### src/hdl/mbrd_pkg.sv
// Package: shared types, constants and helper functions of the bus region decoder.
package mbrd_pkg;

  // Field widths of the bus word.
  localparam int unsigned CmdW  = 2;
  localparam int unsigned SizeW = 2;
  localparam int unsigned AddrW = 32;
  localparam int unsigned DataW = 32;
  localparam int unsigned WaitW = 4;

  // The unified store is 32 bits wide, four byte lanes selected by the two low address bits.
  localparam int unsigned FlatW = 26;
  localparam int unsigned RowW  = 24;
  localparam int unsigned NumRows = 32'h0081_D300;

  // Store sizes in bytes.
  localparam int unsigned RomBytes   = 32'h0200_0000;
  localparam int unsigned EwramBytes = 32'h0004_0000;
  localparam int unsigned VramBytes  = 32'h0001_8000;

  // Row address width of cart ROM, which the clearing pass sweeps.
  localparam int unsigned RomRowW = 23;

  // Byte offsets of each store inside the unified store.
  localparam logic [FlatW-1:0] BaseRom   = 26'h000_0000;
  localparam logic [FlatW-1:0] BaseEwram = 26'h200_0000;
  localparam logic [FlatW-1:0] BaseVram  = 26'h204_0000;
  localparam logic [FlatW-1:0] BaseIwram = 26'h205_8000;
  localparam logic [FlatW-1:0] BaseSram  = 26'h206_0000;
  localparam logic [FlatW-1:0] BaseBios  = 26'h207_0000;
  localparam logic [FlatW-1:0] BaseIo    = 26'h207_4000;
  localparam logic [FlatW-1:0] BasePal   = 26'h207_4400;
  localparam logic [FlatW-1:0] BaseOam   = 26'h207_4800;

  // Interrupt flag register address and the reset contents of the I/O store.
  localparam logic [AddrW-1:0] IfAddr    = 32'h0400_0202;
  localparam logic [7:0]       IoRstRow  = 8'h4C;
  localparam logic [DataW-1:0] IoRstData = 32'h0000_03FF;

  typedef enum logic [CmdW-1:0] {
    CMD_READ   = 2'd0,
    CMD_WRITE  = 2'd1,
    CMD_DIRECT = 2'd2,
    CMD_NONE   = 2'd3
  } cmd_e;

  typedef enum logic [SizeW-1:0] {
    SZ_BYTE = 2'd0,
    SZ_HALF = 2'd1,
    SZ_WORD = 2'd2,
    SZ_RSVD = 2'd3
  } size_e;

  typedef enum logic [4:0] {
    ST_CLEAR = 5'b00001,
    ST_IDLE  = 5'b00010,
    ST_RD    = 5'b00100,
    ST_EX    = 5'b01000,
    ST_NXT   = 5'b10000
  } state_e;

  // Location of one access in the unified store.
  typedef struct packed {
    logic            hit;
    logic            io;
    logic [7:0]      io_row;
    logic [RowW-1:0] row;
    logic [1:0]      lane;
  } map_t;

  // Wait states by region nibble and access width.
  function automatic logic [WaitW-1:0] wait_states(input logic [3:0] region,
                                                   input logic is_word);
    logic [WaitW-1:0] w;
    unique case (region)
      4'h2:                             w = is_word ? 4'd6 : 4'd3;
      4'h5, 4'h6:                       w = is_word ? 4'd2 : 4'd1;
      4'h8, 4'h9, 4'hA, 4'hB, 4'hC, 4'hD: w = is_word ? 4'd8 : 4'd5;
      4'hE:                             w = 4'd5;
      default:                          w = 4'd1;
    endcase
    return w;
  endfunction

endpackage

### src/hdl/mbrd_map.sv
// Address map: decodes a masked byte address to a row and lane of the unified store.
module mbrd_map (
  input  logic [27:0]          addr_i,
  output mbrd_pkg::map_t       map_o
);

  logic [11:0]                 blk;
  logic [16:0]                 vram_off;
  logic [16:0]                 vram_idx;
  logic [mbrd_pkg::FlatW-1:0]  flat;
  logic                        hit;
  logic                        io;

  assign blk      = addr_i[27:16];
  assign vram_off = addr_i[16:0];

  // Video offsets past the store wrap back by one store size.
  assign vram_idx = (vram_off >= 17'(mbrd_pkg::VramBytes))
                  ? vram_off - 17'(mbrd_pkg::VramBytes) : vram_off;

  // Region decode on the 64 KB block number.
  always_comb begin
    hit  = 1'b1;
    io   = 1'b0;
    flat = '0;
    priority if (blk == 12'h000) begin
      flat = mbrd_pkg::BaseBios + 26'(addr_i[13:0]);
    end else if (addr_i[27:18] == 10'h080) begin
      flat = mbrd_pkg::BaseEwram + 26'(addr_i[17:0]);
    end else if (blk == 12'h300) begin
      flat = mbrd_pkg::BaseIwram + 26'(addr_i[14:0]);
    end else if (blk == 12'h400) begin
      io   = 1'b1;
      flat = mbrd_pkg::BaseIo + 26'(addr_i[9:0]);
    end else if (blk == 12'h500) begin
      flat = mbrd_pkg::BasePal + 26'(addr_i[9:0]);
    end else if (blk == 12'h600 || blk == 12'h601) begin
      flat = mbrd_pkg::BaseVram + 26'(vram_idx);
    end else if (blk == 12'h700) begin
      flat = mbrd_pkg::BaseOam + 26'(addr_i[9:0]);
    end else if (addr_i[27:25] == 3'b100) begin
      flat = mbrd_pkg::BaseRom + 26'(addr_i[24:0]);
    end else if (blk == 12'hE00) begin
      flat = mbrd_pkg::BaseSram + 26'(addr_i[15:0]);
    end else begin
      hit = 1'b0;
    end
  end

  assign map_o.hit    = hit;
  assign map_o.io     = io;
  assign map_o.io_row = addr_i[9:2];
  assign map_o.row    = flat[mbrd_pkg::FlatW-1:2];
  assign map_o.lane   = flat[1:0];

endmodule

### config.mk
export PLATFORM = sky130hd
export DESIGN_NAME = mbrd_map
export DESIGN_NICKNAME = d
export VERILOG_FILES = /design/src/hdl/mbrd_pkg.sv /design/src/hdl/mbrd_map.sv
export SDC_FILE = /design/constraint.sdc
export NUM_CORES = 1
export LEC_CHECK = 0
export ABC_AREA = 1
export BUFFER_PORTS_ARGS = -buffer_cell sky130_fd_sc_hd__buf_2
export CAP_MARGIN = 20
export CORE_MARGIN = 1.5
export CORE_UTILIZATION = 36
export DETAILED_ROUTE_END_ITERATION = 10
export GPL_ROUTABILITY_DRIVEN = 0
export PLACE_DENSITY_LB_ADDON = 0.05
export SETUP_SLACK_MARGIN = 0.1
export SYNTH_ARGS = -nofsm -noshare
export SYNTH_HDL_FRONTEND = slang
export SYNTH_SLANG_ARGS = --single-unit
### constraint.sdc
create_clock -name vclk -period 1.55
set_clock_uncertainty 0.15 [all_clocks]
set_input_delay 0.2325 -clock vclk [all_inputs]
set_output_delay 0.2325 -clock vclk [all_outputs]
set_load 0.02 [all_outputs]
==> metrics.md, run 1 <==
| Metric | Value |
|---|---|
| CTS Hold Buffers Added | 0 |
| Post-Synthesis Cells | 128 |
| Initial Utilization | 0.398 |
| Syn Nets | 156 |
| Synth area leader | inv_1 |
| DP Worst Slack | -0.721 ns |
| Register area share after synthesis | 0 |
| Chip width | 47.4 um |
| Synthesis warning total | 0 |
| Top Ports | 64 |
| Post-Syn Area | 709 um^2 |
| Halt point of the flow | global routing (5_1_grt) |
| Die height | 47.4 um |
| Post-synthesis cell type count | 22 |
| Detail Placement HPWL | 1890 um |
| Rows | 15 |
| Outcome | stopped before the end |
| Log Error | [ERROR DPL-0038] Utilization greater than 100%, impossible to legalize |
| Largest net degree at the start of global routing | 9 |
| Worst EP Category | top-level output |
| Top cells by area, synth | inv_1, a21oi_2, nor2_1 |
| GR repair worst EP | map_o[7] |
| Port bufs | 64 |
| Avg Cell Area, Syn | 5.54 um^2 |
| Post-synth top area share | 0.148 |
[Yosys cell counts (2+ instances only)]
cell	number
nor2_2	6
nor2_1	21
nand3_2	7
o21ai_0	2
nand2_1	17
buf_6	2
buf_4	10
a21oi_2	9
a21oi_1	4
nand3_1	4
nand4_1	3
inv_1	28
inv_2	3
nand2_2	4
[cells by family after synthesis]
family	after synthesis	synth area share
buffers and inverters	43	0.302
AOI/OAI and AO/OA	18	0.182
and+or+nand+nor	67	0.517
[repair_timing]
item,4_1_cts
resized for setup,72
buffers inserted,9
pin swaps,14
endpoints found under the setup margin,24
[stage by stage]
step | setup TNS (ns) | std cells | cell area, um^2 | hold slack [ns]
after detailed placement | -10.49 | 226 | 1270 | 0.550
after global placement | -9.44 | 226 | 1270 | 0.548
after floorplan | -0.425 | 128 | 873 | 0.421
after CTS | -5.31 | 235 | 1620 | 0.550
==> run 2: changes to the inputs <==
--- a/config.mk
+++ b/config.mk
@@ -8,12 +8,11 @@
 export ABC_AREA = 1
 export BUFFER_PORTS_ARGS = -buffer_cell sky130_fd_sc_hd__buf_2
 export CAP_MARGIN = 20
-export CORE_MARGIN = 1.5
-export CORE_UTILIZATION = 36
+export CORE_AREA = 2 2 63 65
 export DETAILED_ROUTE_END_ITERATION = 10
+export DIE_AREA = 0 0 65 67
 export GPL_ROUTABILITY_DRIVEN = 0
-export PLACE_DENSITY_LB_ADDON = 0.05
-export SETUP_SLACK_MARGIN = 0.1
+export PLACE_DENSITY_LB_ADDON = 0.15
 export SYNTH_ARGS = -nofsm -noshare
 export SYNTH_HDL_FRONTEND = slang
 export SYNTH_SLANG_ARGS = --single-unit
==> constraint.sdc (replaced) <==
create_clock -name vclk -period 2
set_clock_uncertainty 0.15 [all_clocks]
set_input_delay 0.3 -clock vclk [all_inputs]
set_output_delay 0.3 -clock vclk [all_outputs]
set_load 0.02 [all_outputs]
==> run 2 against run 1 <==
  * The flow now finishes without violations
  * Synthesized area stayed put
  * Synthesized cell count stayed put
==> metrics.md, run 2 <==
| Metric | Value |
|---|---|
| Achievable Freq | 0.503 GHz |
| Fin crit period | 1.99 ns |
| Rows | 22 (+7) |
| WL per Instance | 9.98 um |
| Critical path fanouts, max | 5 |
| Global route total overflow | 0 |
| Final core utilization | 0.426 |
| Hold Path Stages | 2 |
| Post-Syn Area | 709 um^2 (unchanged) |
| Residual DRC | 0 |
| Pwr Density | 138 nW/um^2 |
| Adder-Cell Fraction of Synth Area | 0 (unchanged) |
| CP Class | primary input to output pin |
| Compound-Gate Fraction of Synth Area | 0.182 (unchanged) |
| Sw power | 116 uW |
| Final Cycle Share | 0.995 |
| Final hold violations | 0 |
| Outcome | finished clean |
| Initial Utilization | 0.197 (-0.201) |
| Largest family of logic cells by synthesized area | simple AND/OR/NAND/NOR gates |
| DR iter-0 viols | 5 |
| Leak | 0.919 nW |
| Post-Synth XOR/XNOR Area | 0 (unchanged) |
| GRT Overall Usage | 0.103 |
| Synth area leader | inv_1 |
| CP required | 1.55 ns |
| Register area share after synthesis | 0 (unchanged) |
| Detailed-route via count | 1,048 |
| Hold Crit Class | primary input to output pin |
| Switching share of total power | 0.546 |
| Leading post-synthesis cells by instance count | inv_1, nor2_1, nand2_1 |
| Post-Synthesis Cells | 128 (unchanged) |
| Top Ports | 64 (unchanged) |
| Endpoints failing setup | 0 |
| Initial antenna violation count | 0 |
| Chip width | 65 um (+37%) |
| Layout cells sized above 1 | 0.660 |
| CP Capture Type | output pin |
| Count leader, synth | inv_1 |
| Synthesis warning total | 0 (unchanged) |
| Total power | 212 uW |
| FILL cells | 385 |
| Worst Path Arrival | 1.54 ns |
| Antenna viol nets, final | 0 |
| Most frequent cells in the layout | buf_2, buf_4, inv_1, nand2_1 |
| Max-Cap Viols | 0 |
| First-pass GRT wire length | 3760 um |
| Final Net Count | 239 |
| Multiplexer share of the synthesized area | 0 (unchanged) |
| Post-synthesis cell type count | 22 (unchanged) |
| Post-Route WL | 2560 um |
| Total core area | 3610 um^2 |
| Worst setup startpoint | addr_i[23] |
| Post-synth top area share | 0.148 (unchanged) |
| Die height | 67 um (+41%) |
| First-pass DRT Iterations | 2 |
| Comb pwr share | 1.000 |
| Detail Placement HPWL | 1880 um (-0.39%) |
| Via density | 4.08 |
| Area Overhead vs Synth | 117% |
| Max-slew violation count | 0 |
| Storage element area | 0 um^2 |
| Avg Cell Area, Syn | 5.54 um^2 (unchanged) |
| Part of the power in the clock network | 0 |
| Largest net degree at the start of global routing | 12 |
| Top cells by area, synth | inv_1, a21oi_2, nor2_1 |
| # diodes | 0 |
| CP Launch Type | primary input |
| Commonest non-fill, non-tap cell in the layout | buf_2 |
| Maximum VDD drop | 60.0 uV |
| Total internal power | 96.3 uW |
| DIE AREA | 4360 um^2 |
| Port bufs | 64 (unchanged) |
| Hold path start | addr_i[3] |
| Worst Tran Pin Value | 0.357 ns |
| Number of global-route vias before repair | 923 |
| Relative slew slack | 0.762 |
| Syn Nets | 156 (unchanged) |
| FFs & Latches | 0 |
| Simple-gate portion of the synthesized area | 0.517 (unchanged) |
| RSZ-0062 raised after global routing | yes |
| Seq pwr share | 0 |
| Clock buffer count in the final layout | 0 |
-- run 2: cell counts after synthesis --
No cell type changed its count.
-- run 2: path summary, 6_finish.rpt --
check	end	slack, ns
max	map_o[1]	0.01
min	map_o[27]	0.68
-- run 2: area by class of cell --
cell class | count | area [um^2] | share of cell area
timing repair buffer | 93 | 697 | 0.453
multi-input combinational | 85 | 662 | 0.430
inverter | 31 | 119 | 0.0773
tap | 48 | 60.1 | 0.0391
-- run 2: worst max-delay path, stage by stage --
cell and delay (ns):
buf_6 0.10, nor2_4 0.12, nand2_4 0.08, nor2_8 0.13, buf_6 0.13, nand3_4 0.08, nand3_4 0.12, nor2_4 0.06
clkbuf_16 0.16, a21oi_4 0.12, buf_6 0.13
-- run 2: power by group through the flow --
stage | logic, mW | clock network [mW] | registers, mW
global placement | 0.168 | 0 | 0
finish | 0.212 | 0 | 0
global route | 0.229 | 0 | 0
CTS | 0.173 | 0 | 0
detailed placement | 0.166 | 0 | 0
floorplan | 0.0946 | 0 | 0
-- run 2: per-layer routing --
metal | GRT usage | part of all wire | up-vias
li1 | - | - | 545
met3 | 0.00507 | 0.067 | 0
met4 | 0 | 0 | 0
met1 | 0.132 | 0.38 | 461
met2 | 0.201 | 0.56 | 42
met5 | 0 | 0 | -
-- run 2: through the flow --
step / std cells / setup TNS, ns / setup slack (ns) / cell area, um^2 / hold WS [ns]
CTS: 253 / -0.00760 / -0.00760 / 1250 / 0.683
finish: 257 / 0 / 0.0108 / 1540 / 0.684
global route: 257 / -0.574 / -0.0628 / 1540 / 0.693
global placement: 252 / -3.47 / -0.362 / 1170 / 0.683
detailed placement: 252 / -3.64 / -0.364 / 1170 / 0.682
floorplan: 128 / 0 / 0.238 / 709 / 0.551
-- run 2: logic make-up (layout without fill, tap and decap cells) --
logic type | Yosys count | count (layout)
AO/OA/AOI/OAI | 18 | 18
AND/OR/NAND/NOR | 67 | 67
buffers and inverters | 43 | 124
-- run 2: timing repair --
action                                  4_1_cts  5_1_grt
setup buffers                                 1        4
hold buffers                                  0        0
endpoints found under the setup margin       13       20
resized for setup                            16       53
pin swaps                                     6       15
cloned                                        0        1
Note: power is estimated with default switching activity, not from simulation.
==> run 3: changes to the inputs <==
--- a/config.mk
+++ b/config.mk
@@ -5,13 +5,13 @@
 export SDC_FILE = /design/constraint.sdc
 export NUM_CORES = 1
 export LEC_CHECK = 0
-export ABC_AREA = 1
 export BUFFER_PORTS_ARGS = -buffer_cell sky130_fd_sc_hd__buf_2
 export CAP_MARGIN = 20
 export CORE_AREA = 2 2 63 65
 export DETAILED_ROUTE_END_ITERATION = 10
 export DIE_AREA = 0 0 65 67
 export GPL_ROUTABILITY_DRIVEN = 0
+export GPL_TIMING_DRIVEN = 0
 export PLACE_DENSITY_LB_ADDON = 0.15
 export SYNTH_ARGS = -nofsm -noshare
 export SYNTH_HDL_FRONTEND = slang
==> run 3 against run 2 <==
  * The run now ends with setup timing left
  * Count of clock-buffer cells in the layout did not move
  * Design area rose by 0.81%
  * Synthesized cell count fell by 22%
  * Synthesized area fell by 2.5%
  * Die area did not move
  * Sequential cell count did not move
==> metrics.md, run 3 <==
| Metric | Value |
|---|---|
| Worst-path cell chain | buf_6 -> or4b_4 -> nor3_4 -> a311oi_4 -> buf_8 -> a2bb2oi_4 -> buf_6 |
| Largest delay contributor family on the critical path | simple AND/OR/NAND/NOR gates |
| Post-synthesis cell type count | 39 (+77%) |
| CP max stage cell | or4b_4 |
| Residual DRC | 0 (unchanged) |
| Post-Syn Area | 692 um^2 (-2.5%) |
| Critical path buffer and inverter count | 3 (-1) |
| RSZ-0062 raised after global routing | yes |
| Sw power | 124 uW (+6.6%) |
| Final Worst Setup Slack | -0.232 ns (-0.243 ns) |
| DR iter-0 viols | 16 (+11) |
| First-pass GRT wire length | 4310 um (+14%) |
| Area Overhead vs Synth | 124% |
| Global route total overflow | 0 (unchanged) |
| Initial Utilization | 0.192 (-0.00486) |
| Pwr Density | 162 nW/um^2 (+17%) |
| Seq pwr share | 0 (unchanged) |
| CP required | 1.55 ns (about the same) |
| Part of the power in the clock network | 0 (unchanged) |
| Total core area | 3610 um^2 (unchanged) |
| Synth area leader | a21boi_2 |
| Detail Placement HPWL | 2160 um (+15%) |
| Maximum VDD drop | 72.2 uV (+20%) |
| Chip width | 65 um (unchanged) |
| GRT Overall Usage | 0.123 (+0.0192) |
| Hold Path Stages | 3 (+1) |
| Synthesis warning total | 0 (unchanged) |
| Clock buffer count in the final layout | 0 (unchanged) |
| Commonest non-fill, non-tap cell in the layout | buf_2 |
| Final hold violations | 0 (unchanged) |
| CP Class | primary input to output pin |
| Syn Nets | 128 (-18%) |
| Post-synth top area share | 0.146 (-0.00167) |
| Top cells by area, synth | a21boi_2, buf_4, nand2_1 |
| Largest net degree at the start of global routing | 11 (-1) |
| Hold Crit Class | primary input to output pin |
| Fin crit period | 2.23 ns (+0.243 ns) |
| Crit path depth | 7 (-4) |
| Detailed-route via count | 1,035 (-1.2%) |
| Avg Cell Area, Syn | 6.92 um^2 (+25%) |
| Worst Path Arrival | 1.78 ns (+0.24 ns) |
| # diodes | 0 (unchanged) |
| Via density | 4.64 (+14%) |
| Most frequent cells in the layout | buf_2, buf_4, buf_6, a21boi_4, nand2_1 |
| Rows | 22 (unchanged) |
| CP Capture Type | output pin |
| Final TNS setup | -3.70 ns (-3.70 ns) |
| Max-Cap Viols | 0 (unchanged) |
| Leading post-synthesis cells by instance count | buf_4, a21boi_2, nand2_1, nor2_1, o21ai_0 |
| Worst Tran Pin Value | 0.445 ns (+0.0872 ns) |
| Layout cells sized above 1 | 0.680 (+0.0197) |
| CP endpoint | map_o[16] |
| Storage element area | 0 um^2 (unchanged) |
| Max-slew violation count | 0 (unchanged) |
| Port bufs | 64 (unchanged) |
| Post-Synthesis Cells | 100 (-22%) |
| Final Cycle Share | 1.12 (+0.122) |
| Critical path fanouts, max | 7 (+2) |
| Die height | 67 um (unchanged) |
| Comb pwr share | 1.000 (about the same) |
| Switching share of total power | 0.493 (-0.0533) |
| First-pass DRT Iterations | 4 (+2) |
| CP Launch Type | primary input |
| FFs & Latches | 0 (unchanged) |
| Failing checks | setup timing |
| Slowest stage delay, CP | 0.55 ns (+0.39 ns) |
| Endpoints failing setup | 19 (+19) |
| Number of global-route vias before repair | 898 (-2.7%) |
| DIE AREA | 4360 um^2 (unchanged) |
| Top Ports | 64 (unchanged) |
| Outcome | finished, violations left |
| Critical Path Most Common Cell | buf_6 |
| Total internal power | 127 uW (+32%) |
| Antenna viol nets, final | 0 (unchanged) |
| Post-Route WL | 2830 um (+10%) |
| Initial antenna violation count | 0 (unchanged) |
| Count leader, synth | buf_4 |
| Worst setup startpoint | addr_i[25] |
| Register area share after synthesis | 0 (unchanged) |
| Achievable Freq | 0.448 GHz (-11%) |
| Leak | 0.761 nW (-17%) |
| Relative slew slack | 0.704 (-0.0579) |
| WL per Instance | 12.7 um (+27%) |
| Final Net Count | 205 (-14%) |
| Total power | 251 uW (+18%) |
-- run 3: cell count changes after synthesis, sizes merged, moves of 3 or more --
cell,before,now
nor3,2,5
nor2,29,9
a21boi,0,11
and2,0,3
inv,31,1
and3,0,5
a21oi,13,4
nand3,11,3
o2bb2ai,0,3
nand2b,0,3
nand2,21,9
-- run 3: tightest hold or removal path, cell delays in order --
cell and delay (ns):
buf_2 0.08, and2_4 0.13, buf_6 0.10
-- run 3: worst min-delay path by stage --
stage                     from         to  slack, ns
floorplan            addr_i[2]  map_o[26]       0.56
global placement     addr_i[9]  map_o[33]       0.77
detailed placement   addr_i[6]  map_o[30]       0.77
CTS                 addr_i[11]  map_o[11]       0.75
global route        addr_i[12]  map_o[12]       0.77
finish              addr_i[12]  map_o[12]       0.76
-- run 3: metal layers --
layer	global-route usage	routed length, um
met2	0.219	1520
met1	0.174	1190
met4	0	7
met5	0	0
met3	0.00169	119
-- run 3: timing repair --
item,4_1_cts,5_1_grt
hold buffers,0,0
setup buffers,8,2
setup endpoints to repair,22,23
gates cloned,2,0
pin swaps,14,9
resized for setup,59,12
-- run 3: power by group through the flow --
stage / combinational [mW] / sequential [mW] / clock (mW)
after floorplan: 0.123 / 0 / 0
after global placement: 0.198 / 0 / 0
after detailed placement: 0.199 / 0 / 0
after CTS: 0.244 / 0 / 0
after global routing: 0.269 / 0 / 0
final: 0.251 / 0 / 0
-- run 3: stage by stage --
| stage | utilization | hold slack [ns] | area (um^2) | worst slack [ns] | instances |
|---|---|---|---|---|---|
| 3_5_place_dp | 0.332 | 0.770 | 1200 | -0.460 | 212 |
| 5_1_grt | 0.430 | 0.769 | 1550 | -0.274 | 223 |
| 2_1_floorplan | - | 0.563 | 816 | -0.0260 | 100 |
| 6_report | 0.430 | 0.758 | 1550 | -0.232 | 223 |
| 3_3_place_gp | 0.332 | 0.769 | 1200 | -0.475 | 212 |
| 4_1_cts | 0.417 | 0.755 | 1500 | -0.269 | 222 |
-- run 3: area by class of cell --
cell class | count | area, um^2
fill | 381 | 2060
multi-input combinational | 83 | 754
tap | 48 | 60.1
timing repair buffer | 76 | 604
buffer | 15 | 128
inverter | 1 | 3.75
-- run 3: cell families after synthesis --
logic type	count (synthesis)	share of synthesized area
and+or+nand+nor	51	0.416
AOI/OAI and AO/OA	32	0.403
buffers and inverters	17	0.181
